==> config.mk <==
export PLATFORM = sky130hd
export DESIGN_NAME = bis_cell
export DESIGN_NICKNAME = d
export VERILOG_FILES = /design/src/sv/bis_pkg.sv /design/src/sv/bis_cell.sv
export SDC_FILE = /design/constraint.sdc
export NUM_CORES = 1
export LEC_CHECK = 0
export BUFFER_PORTS_ARGS = -buffer_cell sky130_fd_sc_hd__clkbuf_2
export CORE_MARGIN = 4
export CORE_UTILIZATION = 45
export CTS_CLUSTER_DIAMETER = 150
export DETAILED_ROUTE_END_ITERATION = 10
export PLACE_DENSITY = 0.93
export SKIP_CTS_REPAIR_TIMING = 1
export SYNTH_ARGS = -nofsm -noshare
export SYNTH_HDL_FRONTEND = slang
export SYNTH_SLANG_ARGS = --single-unit
export TNS_END_PERCENT = 100
==> constraint.sdc <==
create_clock -name clk -period 7.5 [get_ports clk]
set_input_delay 0.75 -clock clk [delete_from_list [all_inputs] [get_ports clk]]
set_output_delay 0.75 -clock clk [all_outputs]
set_load 0.005 [all_outputs]
==> src/sv/bis_pkg.sv <==
// ----------------------------------------------------------------------------
// Bounded integer sorter package
// Shared widths, defaults and the control types that pass between the
// sequencer and the cell chain.
// ----------------------------------------------------------------------------
package bis_pkg;

  // Width of one stored value.
  localparam int VALUE_W = 31;

  // Default capacity of the cell chain.
  localparam int MAX_ELEMENTS_DEF = 64;

  // Commands broadcast to every cell of the chain.
  typedef struct packed {
    logic insert;  // place the broadcast value in order
    logic shift;   // move every entry one cell toward the head
  } chain_cmd_t;

  // Status that the chain reports to the sequencer.
  typedef struct packed {
    logic full;       // the tail cell holds a value
    logic head_last;  // the head cell holds the final value of the run
  } chain_status_t;

endpackage

==> src/sv/bis_cell.sv <==
// ----------------------------------------------------------------------------
// Sorter cell
// One entry of the insertion chain. On insert it keeps its value, takes the
// new value, or takes its left neighbor's value; on shift it takes its right
// neighbor's value.
// ----------------------------------------------------------------------------
module bis_cell (
  input  logic                        clk,
  input  logic                        rst,
  input  bis_pkg::chain_cmd_t         cmd,
  input  logic [bis_pkg::VALUE_W-1:0] value_in,
  input  logic [bis_pkg::VALUE_W-1:0] left_value,
  input  logic                        left_valid,
  input  logic                        left_gt,
  input  logic [bis_pkg::VALUE_W-1:0] right_value,
  input  logic                        right_valid,
  output logic [bis_pkg::VALUE_W-1:0] value,
  output logic                        valid,
  output logic                        gt
);

  logic first_empty;
  logic take;

  // A strictly greater entry moves right, so equal values keep arrival order.
  assign gt          = valid && (value > value_in);
  assign first_empty = !valid && left_valid;
  assign take        = cmd.insert && (gt || first_empty);

  // Occupancy flag.
  always_ff @(posedge clk) begin
    if (rst) begin
      valid <= 1'b0;
    end else if (cmd.shift) begin
      valid <= right_valid;
    end else if (take) begin
      valid <= 1'b1;
    end
  end

  // Stored value.
  always_ff @(posedge clk) begin
    if (cmd.shift) begin
      value <= right_value;
    end else if (take) begin
      value <= left_gt ? left_value : value_in;
    end
  end

endmodule

==> results of run 1 <==
-- cells by family after synthesis --
| kind of cell | Yosys count | share of synthesized area (%) |
|---|---|---|
| buffers and inverters | 43 | 6.88 |
| adders and majority gates | 31 | 16.2 |
| AOI/OAI and AO/OA | 58 | 13.6 |
| muxes | 31 | 12.9 |
| and+or+nand+nor | 58 | 10.8 |
| DFF | 32 | 39.6 |
-- worst max-delay path, cell delays in order --
cell and delay [ns]:
clkbuf_2 0.09, inv_1 0.04, ha_1 0.28, a21o_1 0.16
a221o_1 0.33, a221oi_2 0.28, o21ai_1 0.11, a31o_1 0.20
clkbuf_2 0.12
-- path summary, 6_finish.rpt --
kind          startpoint   endpoint  slack, ns  cells after the start
max reg2reg    value[10]  value[16]       4.55                      8
max          value_in[8]         gt       4.38                      9
min reg2reg        valid      valid       0.66                      4
min                  rst      valid       0.64                      2
-- power groups by stage --
stage,Combinational [mW],Clock [mW],Sequential [mW]
2_1_floorplan,0.0719,0,0.234
3_3_place_gp,0.132,0,0.233
3_5_place_dp,0.140,0,0.234
4_1_cts,0.141,0.126,0.230
5_1_grt,0.157,0.130,0.232
6_report,0.139,0.122,0.230
-- state kept, by name, summed over array words and instances (netlist names) --
signal,cells
valid,1
value,31
-- through the flow --
stage	setup WS, ns	hold slack [ns]	utilization (%)	cell area (um^2)	power, mW
6_report	4.38	0.643	62.0	3190	0.491
5_1_grt	4.17	0.645	62.0	3190	0.519
4_1_cts	4.36	0.628	62.0	3190	0.496
3_5_place_dp	4.07	0.642	60.5	3110	0.373
3_3_place_gp	4.10	0.647	60.5	3110	0.365
2_1_floorplan	4.43	0.594	-	2400	0.305
-- synth_stat cells --
master,n
a211o_1,1
a211oi_1,1
a21o_1,1
a21oi_1,13
a221o_1,1
a221oi_1,2
a221oi_2,1
a31o_1,1
and2_1,1
and3_1,1
and4_4,1
buf_1,1
buf_2,3
clkbuf_1,7
dfxtp_1,1
edfxtp_1,31
ha_1,31
inv_1,32
mux2i_1,31
nand2_1,36
nand2b_1,1
nand3_1,2
nand3b_1,1
nand4_1,6
nor2_1,5
nor3_1,3
nor4_1,1
o21ai_0,34
o21ai_1,3
-- layer usage --
| layer | GRT usage, % | up-vias |
|---|---|---|
| li1 | - | 1167 |
| met1 | 19.9 | 1013 |
| met2 | 37.6 | 77 |
| met3 | 5.32 | 9 |
| met4 | 5.07 | 0 |
| met5 | 0 | - |
-- layout make-up --
type                       count  area (um^2)  area share (%)
timing repair buffer         133          668            21.0
inverter                      32          120            3.77
clock inverter                 2         7.51           0.236
sequential                    32          951            29.8
multi-input combinational    178         1280            40.3
clock buffer                   5         68.8            2.16
tap                           70         87.6            2.75
==> flow_metrics.env, run 1 <==
export IMPL_startpoint_type="input port"
export IMPL_die_area_um2=6570
export IMPL_top_layer="met4"
export IMPL_avgViaCountPerCell=5.01
export IMPL_cts_tree="yes"
export IMPL_slew_viol_final=0
export IMPL_p_int_mw=0.348
export IMPL_min_path_type="in2reg"
export IMPL_p_comb_share_pct=28.2
export IMPL_tightest_slew_ns=1.09
export IMPL_criticalPathCategory="in2out"
export IMPL_ys_seq_area_share_pct=39.6
export IMPL_swShare_pct=29.1
export IMPL_ir_drop_uv=103
export IMPL_dr_total_vias=2266
export IMPL_m1WireLength_um=2460
export IMPL_core_rowCount=26
export IMPL_maxSlewHeadroom_pct=27.6
export IMPL_outcome="completed"
export IMPL_htree_levels=2
export IMPL_dp_cells=445
export IMPL_clock_power_share_pct=24.9
export IMPL_area_growth_syn_to_layout_pct=32.8
export IMPL_power_leakage_nw=1.72
export IMPL_clock_sinks=32
export IMPL_post_drt_wl_per_cell_um=14.3
export IMPL_drt_iter0_markers=69
export IMPL_layout_nets=513
export IMPL_finalHoldViolations=0
export IMPL_place_congestion=0.796
export IMPL_clkTransAtPathRegs_ns=0.06
export IMPL_cts_buffer_depth=2
export IMPL_grt_pass1_wl_um=9670
export IMPL_setup_tns_ns=0
export IMPL_n_antenna_cell=0
export IMPL_avgSynthCellArea_um2=9.49
export IMPL_first_global_vias=2199
export IMPL_core_area_um2=5140
export IMPL_skew_ns=0.00590
export IMPL_hpwl_um=5290
export IMPL_wl_met3_um=515
export IMPL_fill_cells=458
export IMPL_drcViolationCount=0
export IMPL_insertion_delay_ns=0.28
export IMPL_numPortBuffers=132
export IMPL_dr_wl_met2_um=3410
export IMPL_p_sw_mw=0.143
export IMPL_initial_core_util_pct=46.7
export IMPL_drt_wl_total_um=6450
export IMPL_post_route_period_util_pct=41.6
export IMPL_grt_ovfl_total=0
export IMPL_chipHeight_um=81.0
export IMPL_die_w_um=81.0
export IMPL_p_per_area_nw_per_um2=154
export IMPL_grt_usage_pct=19.2
export IMPL_fin_crit_ns=3.12
export IMPL_synth_warning_count=0
export IMPL_max_freq_mhz=320
export IMPL_layout_common_cells="clkbuf_2, nand2_1, o21ai_0, inv_1"
export IMPL_p_seq_share_pct=46.9
export IMPL_clockRootBuffer="clkbuf_8"
export IMPL_dr_pass1_iters=4
export IMPL_cp_arrival_ns=2.37
export IMPL_synth_top_area_cell="edfxtp_1"
export IMPL_grt_max_degree=66
export IMPL_maxCapViolCount=0
export IMPL_rsz0062_at_grt="no"
export IMPL_syn_inst=253
export IMPL_syn_cell_area_um2=2400
export IMPL_synthTopCellsByArea="edfxtp_1, ha_1, mux2i_1"
export IMPL_layout_cells_non_filler=452
export IMPL_ant_nets=0
export IMPL_cts_inserted_buffers=5
export IMPL_synth_nets=384
export IMPL_layout_commonest_cell="clkbuf_2"
export IMPL_synth_distinct_cells=29
export IMPL_setup_viol=0
export IMPL_ioPinCount=133
export IMPL_drive_gt1_share_pct=36.6
export IMPL_ys_ff_latch=32
export IMPL_antenna_found_initial=0
export IMPL_netlist_area_leader_share_pct=38.8
export IMPL_worst_path_max_fanout=2
export IMPL_end_kind="output pin"
export IMPL_cp_required_ns=6.75
(Power assumes the default switching activity.)
==> inputs of run 2 (changes only) <==
==> constraint.sdc (replaced) <==
create_clock -name clk -period 3.1 [get_ports clk]
set_input_delay 0.31 -clock clk [delete_from_list [all_inputs] [get_ports clk]]
set_output_delay 0.31 -clock clk [all_outputs]
set_load 0.005 [all_outputs]
==> run 2 against run 1 <==
  * Sequential power up 140%
  * Via count up 1.5%
  * Total power up 150%
  * Critical path depth down 1
  * Register-to-register slack worse by 4.3 ns
==> flow_metrics.env, run 2 (same netlist as run 1, synthesis figures left out) <==
export IMPL_drt_wl_total_um=6440
export IMPL_n_antenna_cell=0
export IMPL_hp_start="rst"
export IMPL_drt_iter0_markers=69
export IMPL_grt_max_degree=65
export IMPL_tightest_slew_ns=1.06
export IMPL_drive_gt1_share_pct=37.2
export IMPL_die_area_um2=6570
export IMPL_post_route_period_util_pct=93.1
export IMPL_layout_nets=514
export IMPL_area_growth_syn_to_layout_pct=33.9
export IMPL_fin_area_um2=3210
export IMPL_power_leakage_nw=1.73
export IMPL_maxSlewHeadroom_pct=29.2
export IMPL_worst_path_max_fanout=22
export IMPL_post_drt_wl_per_cell_um=14.2
export IMPL_place_congestion=0.835
export IMPL_min_path_type="in2reg"
export IMPL_slew_viol_final=0
export IMPL_criticalPathCategory="reg2reg"
export IMPL_antenna_found_initial=0
export IMPL_dr_total_vias=2300
export IMPL_max_stage_delay_ns=0.50
export IMPL_largest_reg_flops=31
export IMPL_fin_crit_ns=2.89
export IMPL_finalHoldViolations=0
export IMPL_outcome="completed"
export IMPL_core_rowCount=26
export IMPL_totalPowerFinal_mw=1.20
export IMPL_grt_ovfl_total=0
export IMPL_end_kind="flip-flop"
export IMPL_r2r_start="value[13]"
export IMPL_first_global_vias=2335
export IMPL_ir_drop_uv=228
export IMPL_dpl_cell_area_um2=3130
export IMPL_maxCapViolCount=0
export IMPL_reg_top3="value (31), valid (1)"
export IMPL_insertion_delay_ns=0.28
export IMPL_grt_usage_pct=19.6
export IMPL_regMostFlops="value"
export IMPL_core_area_um2=5140
export IMPL_slowest_stage="a211o_1"
export IMPL_numPortBuffers=132
export IMPL_p_per_area_nw_per_um2=374
export IMPL_grt_pass1_wl_um=10000
export IMPL_cts_inserted_buffers=5
export IMPL_skew_ns=0.0107
export IMPL_cts_tree="yes"
export IMPL_rsz0062_at_grt="no"
export IMPL_min_path_cells=2
export IMPL_setup_viol=0
export IMPL_initial_core_util_pct=46.7
export IMPL_htree_levels=2
export IMPL_crit_path_cell_trace="ha_1 -> and4_4 -> nand4_1 -> nor3_1 -> a221oi_1 -> a31o_1 -> a211o_1 -> buf_12"
export IMPL_die_w_um=81.0
export IMPL_layout_commonest_cell="clkbuf_2"
export IMPL_hpwl_um=5390
export IMPL_drcViolationCount=0
export IMPL_dr_pass1_iters=6
export IMPL_clockRootBuffer="clkbuf_8"
export IMPL_utilization_pct=62.5
export IMPL_fill_cells=454
export IMPL_clock_sinks=32
export IMPL_setup_tns_ns=0
export IMPL_ioPinCount=133
export IMPL_cp_required_ns=3.13
export IMPL_startpoint_type="flip-flop"
export IMPL_chipHeight_um=81.0
export IMPL_worstSetupStartpoint="value[13]"
export IMPL_layout_common_cells="clkbuf_2, nand2_1, o21ai_0, inv_1"
export IMPL_cts_buffer_depth=2
export IMPL_ant_nets=0
export IMPL_cp_arrival_ns=2.92
export IMPL_regToRegEndpoint="value[4]"
export IMPL_max_freq_mhz=347
export IMPL_r2r_cells=8
export IMPL_whs_endpoint="valid"
export IMPL_rrSetupSlack_ns=0.21
export IMPL_clkTransAtPathRegs_ns=0.07
export IMPL_avgViaCountPerCell=5.07
-- run 2: report_power, final --
part | switching (mW) | internal [mW]
logic | 0.174 | 0.167
registers | 0.0256 | 0.530
clock network | 0.154 | 0.152
-- run 2: metal layers --
| layer | wire, um | up-vias | GRT usage (%) |
|---|---|---|---|
| met1 | 2420 | 1040 | 20.1 |
| met2 | 3460 | 78 | 38.3 |
| met4 | 101 | 0 | 7.26 |
| li1 | - | 1171 | - |
| met3 | 468 | 11 | 4.10 |
| met5 | 0 | - | 0 |
-- run 2: how the worst max path moves through the flow --
stage,end,cells after the start,slack [ns]
final,value[4],8,0.21
after CTS,value[4],8,0.23
after detailed placement,value[4],10,0.24
after global routing,value[2],8,0.10
after floorplan,value[0],7,0.37
after global placement,value[1],10,0.29
-- run 2: worst max-delay path, delay by kind of cell, from the launching register on --
family                     cells  cell delay [ns]
and+or+nand+nor                3             0.74
AOI/OAI and AO/OA              3             0.88
buffers and inverters          1             0.25
adders and majority gates      1             0.35
DFF                            1             0.42
-- run 2: per-stage QoR --
stage	hold slack, ns	setup slack, ns	std cells
6_report	0.182	0.215	454
5_1_grt	0.176	0.103	454
4_1_cts	0.184	0.229	454
3_5_place_dp	0.484	0.242	446
3_3_place_gp	0.470	0.287	446
2_1_floorplan	0.382	0.371	253
-- run 2: final cells by class --
type                            count  area (um^2)  share of cell area (%)
Clock buffer                        5         68.8                    2.14
Clock inverter                      3         13.8                   0.428
Inverter                           32          120                    3.74
Multi-Input combinational cell    178         1280                    40.0
Sequential cell                    32          951                    29.6
Tap cell                           70         87.6                    2.73
Timing Repair Buffer              134          688                    21.4
==> inputs of run 3 (changes only) <==
--- a/config.mk
+++ b/config.mk
@@ -10,7 +10,7 @@
 export CORE_UTILIZATION = 45
 export CTS_CLUSTER_DIAMETER = 150
 export DETAILED_ROUTE_END_ITERATION = 10
-export PLACE_DENSITY = 0.93
+export PLACE_DENSITY = 0.92
 export SKIP_CTS_REPAIR_TIMING = 1
 export SYNTH_ARGS = -nofsm -noshare
 export SYNTH_HDL_FRONTEND = slang
==> run 3 against run 2 <==
  * Maximum frequency is 2.2% higher
  * Sequential share of layout area is 0.22 points lower
  * Cell count stayed put
  * Core utilization is 0.46 points higher
  * First-iteration DRC count is 14% higher
  * Flip-flop and latch count stayed put
  * Total power is 6.5% higher
  * Clock power is 26% higher
==> flow_metrics.env, run 3 (same netlist as run 1, synthesis figures left out) <==
export IMPL_outcome="completed"
export IMPL_skew_ns=0.0109
export IMPL_p_seq_share_pct=43.4
export IMPL_die_w_um=81.0
export IMPL_htree_levels=2
export IMPL_tightest_slew_ns=1.04
export IMPL_clkTransAtPathRegs_ns=0.07
export IMPL_dr_total_vias=2283
export IMPL_max_stage_delay_ns=0.45
export IMPL_die_area_um2=6570
export IMPL_grt_ovfl_total=0
export IMPL_reg_top3="value (31), valid (1)"
export IMPL_setup_tns_ns=0
export IMPL_cts_buffer_depth=2
export IMPL_first_global_vias=2279
export IMPL_maxCapViolCount=0
export IMPL_core_rowCount=26
export IMPL_p_sw_mw=0.350
export IMPL_end_kind="flip-flop"
export IMPL_core_area_um2=5140
export IMPL_hpwl_um=5310
export IMPL_crit_path_cell_trace="ha_1 -> and4_4 -> nand4_1 -> nor3_1 -> a221oi_1 -> a31o_1 -> a211o_1 -> buf_12"
export IMPL_slew_viol_final=0
export IMPL_power_leakage_nw=1.74
export IMPL_maxSlewHeadroom_pct=30.5
export IMPL_chipHeight_um=81.0
export IMPL_largest_reg_flops=31
export IMPL_r2r_cells=8
export IMPL_grt_max_degree=65
export IMPL_layout_common_cells="clkbuf_2, nand2_1, o21ai_0, inv_1"
export IMPL_p_comb_share_pct=26.4
export IMPL_post_route_period_util_pct=91.1
export IMPL_initial_core_util_pct=46.7
export IMPL_critPathTopFamily="compound AO/OA/AOI/OAI gates"
export IMPL_p_per_area_nw_per_um2=396
export IMPL_antenna_found_initial=0
export IMPL_criticalPathCategory="reg2reg"
export IMPL_finalHoldViolations=0
export IMPL_clock_sinks=32
export IMPL_cp_buffers_inverters=1
export IMPL_r2r_start="value[13]"
export IMPL_ioPinCount=133
export IMPL_numPortBuffers=132
export IMPL_rrSetupSlack_ns=0.28
export IMPL_drt_iter0_markers=79
export IMPL_insertion_delay_ns=0.28
export IMPL_startpoint_type="flip-flop"
export IMPL_layout_commonest_cell="clkbuf_2"
export IMPL_hp_start="rst"
export IMPL_fill_cells=436
export IMPL_n_antenna_cell=0
export IMPL_ir_drop_uv=259
export IMPL_min_path_type="in2reg"
export IMPL_grt_pass1_wl_um=9870
export IMPL_setup_viol=0
export IMPL_cp_required_ns=3.13
export IMPL_dr_pass1_iters=4
export IMPL_place_congestion=0.779
export IMPL_post_drt_wl_per_cell_um=14.1
export IMPL_layout_nets=514
export IMPL_p_int_mw=0.930
export IMPL_max_freq_mhz=354
export IMPL_regToRegEndpoint="value[29]"
export IMPL_clockRootBuffer="clkbuf_8"
export IMPL_cp_arrival_ns=2.85
export IMPL_cts_inserted_buffers=5
export IMPL_slowest_stage="a211o_1"
export IMPL_swShare_pct=27.3
export IMPL_ant_nets=0
export IMPL_avgViaCountPerCell=5.03
export IMPL_utilization_pct=63.0
export IMPL_regMostFlops="value"
export IMPL_drt_wl_total_um=6400
export IMPL_drive_gt1_share_pct=37.0
export IMPL_area_growth_syn_to_layout_pct=34.9
export IMPL_fin_crit_ns=2.82
export IMPL_cts_tree="yes"
export IMPL_grt_usage_pct=19.6
export IMPL_worstSetupStartpoint="value[13]"
export IMPL_clock_power_share_pct=30.2
export IMPL_min_path_cells=2
export IMPL_drcViolationCount=0
export IMPL_worst_path_max_fanout=24
export IMPL_whs_endpoint="valid"
export IMPL_rsz0062_at_grt="no"
[run 3: metal layers]
layer | track usage (%) | wire, um
met5 | 0 | 0
met2 | 39.0 | 3410
met1 | 20.1 | 2400
met3 | 3.88 | 498
met4 | 6.42 | 89
[run 3: power groups by stage]
stage	Clock (mW)	Sequential [mW]	Combinational, mW
2_1_floorplan	0	0.565	0.174
3_3_place_gp	0	0.561	0.324
3_5_place_dp	0	0.565	0.342
4_1_cts	0.394	0.555	0.344
5_1_grt	0.411	0.560	0.387
6_report	0.387	0.555	0.339
[run 3: worst reg2reg max path, stage by stage (launching register included)]
cell and delay, ns:
edfxtp_1 0.40, ha_1 0.35, and4_4 0.24, nand4_1 0.13, nor3_1 0.38, a221oi_1 0.16, a31o_1 0.22, a211o_1 0.45
buf_12 0.24
[run 3: cell type report]
cell class | count | area, um^2 | share of cell area [%]
clock buffer | 5 | 68.8 | 2.13
clock inverter | 3 | 37.5 | 1.16
inverter | 32 | 120 | 3.71
multi-input combinational | 178 | 1280 | 39.7
sequential | 32 | 951 | 29.4
tap | 70 | 87.6 | 2.71
timing repair buffer | 134 | 688 | 21.3
[run 3: worst max-delay path by stage]
stage	depth (start not counted)	end
after floorplan	7	value[0]
after global placement	10	value[9]
after detailed placement	10	value[2]
after CTS	8	value[2]
after global routing	8	value[29]
final	8	value[29]
[run 3: stage by stage]
stage | hold slack [ns] | power [mW] | area, um^2 | instances | setup WS (ns)
CTS | 0.181 | 1.29 | 3240 | 454 | 0.272
floorplan | 0.382 | 0.739 | 2400 | 253 | 0.371
global route | 0.186 | 1.36 | 3240 | 454 | 0.114
detailed placement | 0.476 | 0.907 | 3130 | 446 | 0.264
finish | 0.184 | 1.28 | 3240 | 454 | 0.277
global placement | 0.468 | 0.886 | 3130 | 446 | 0.330
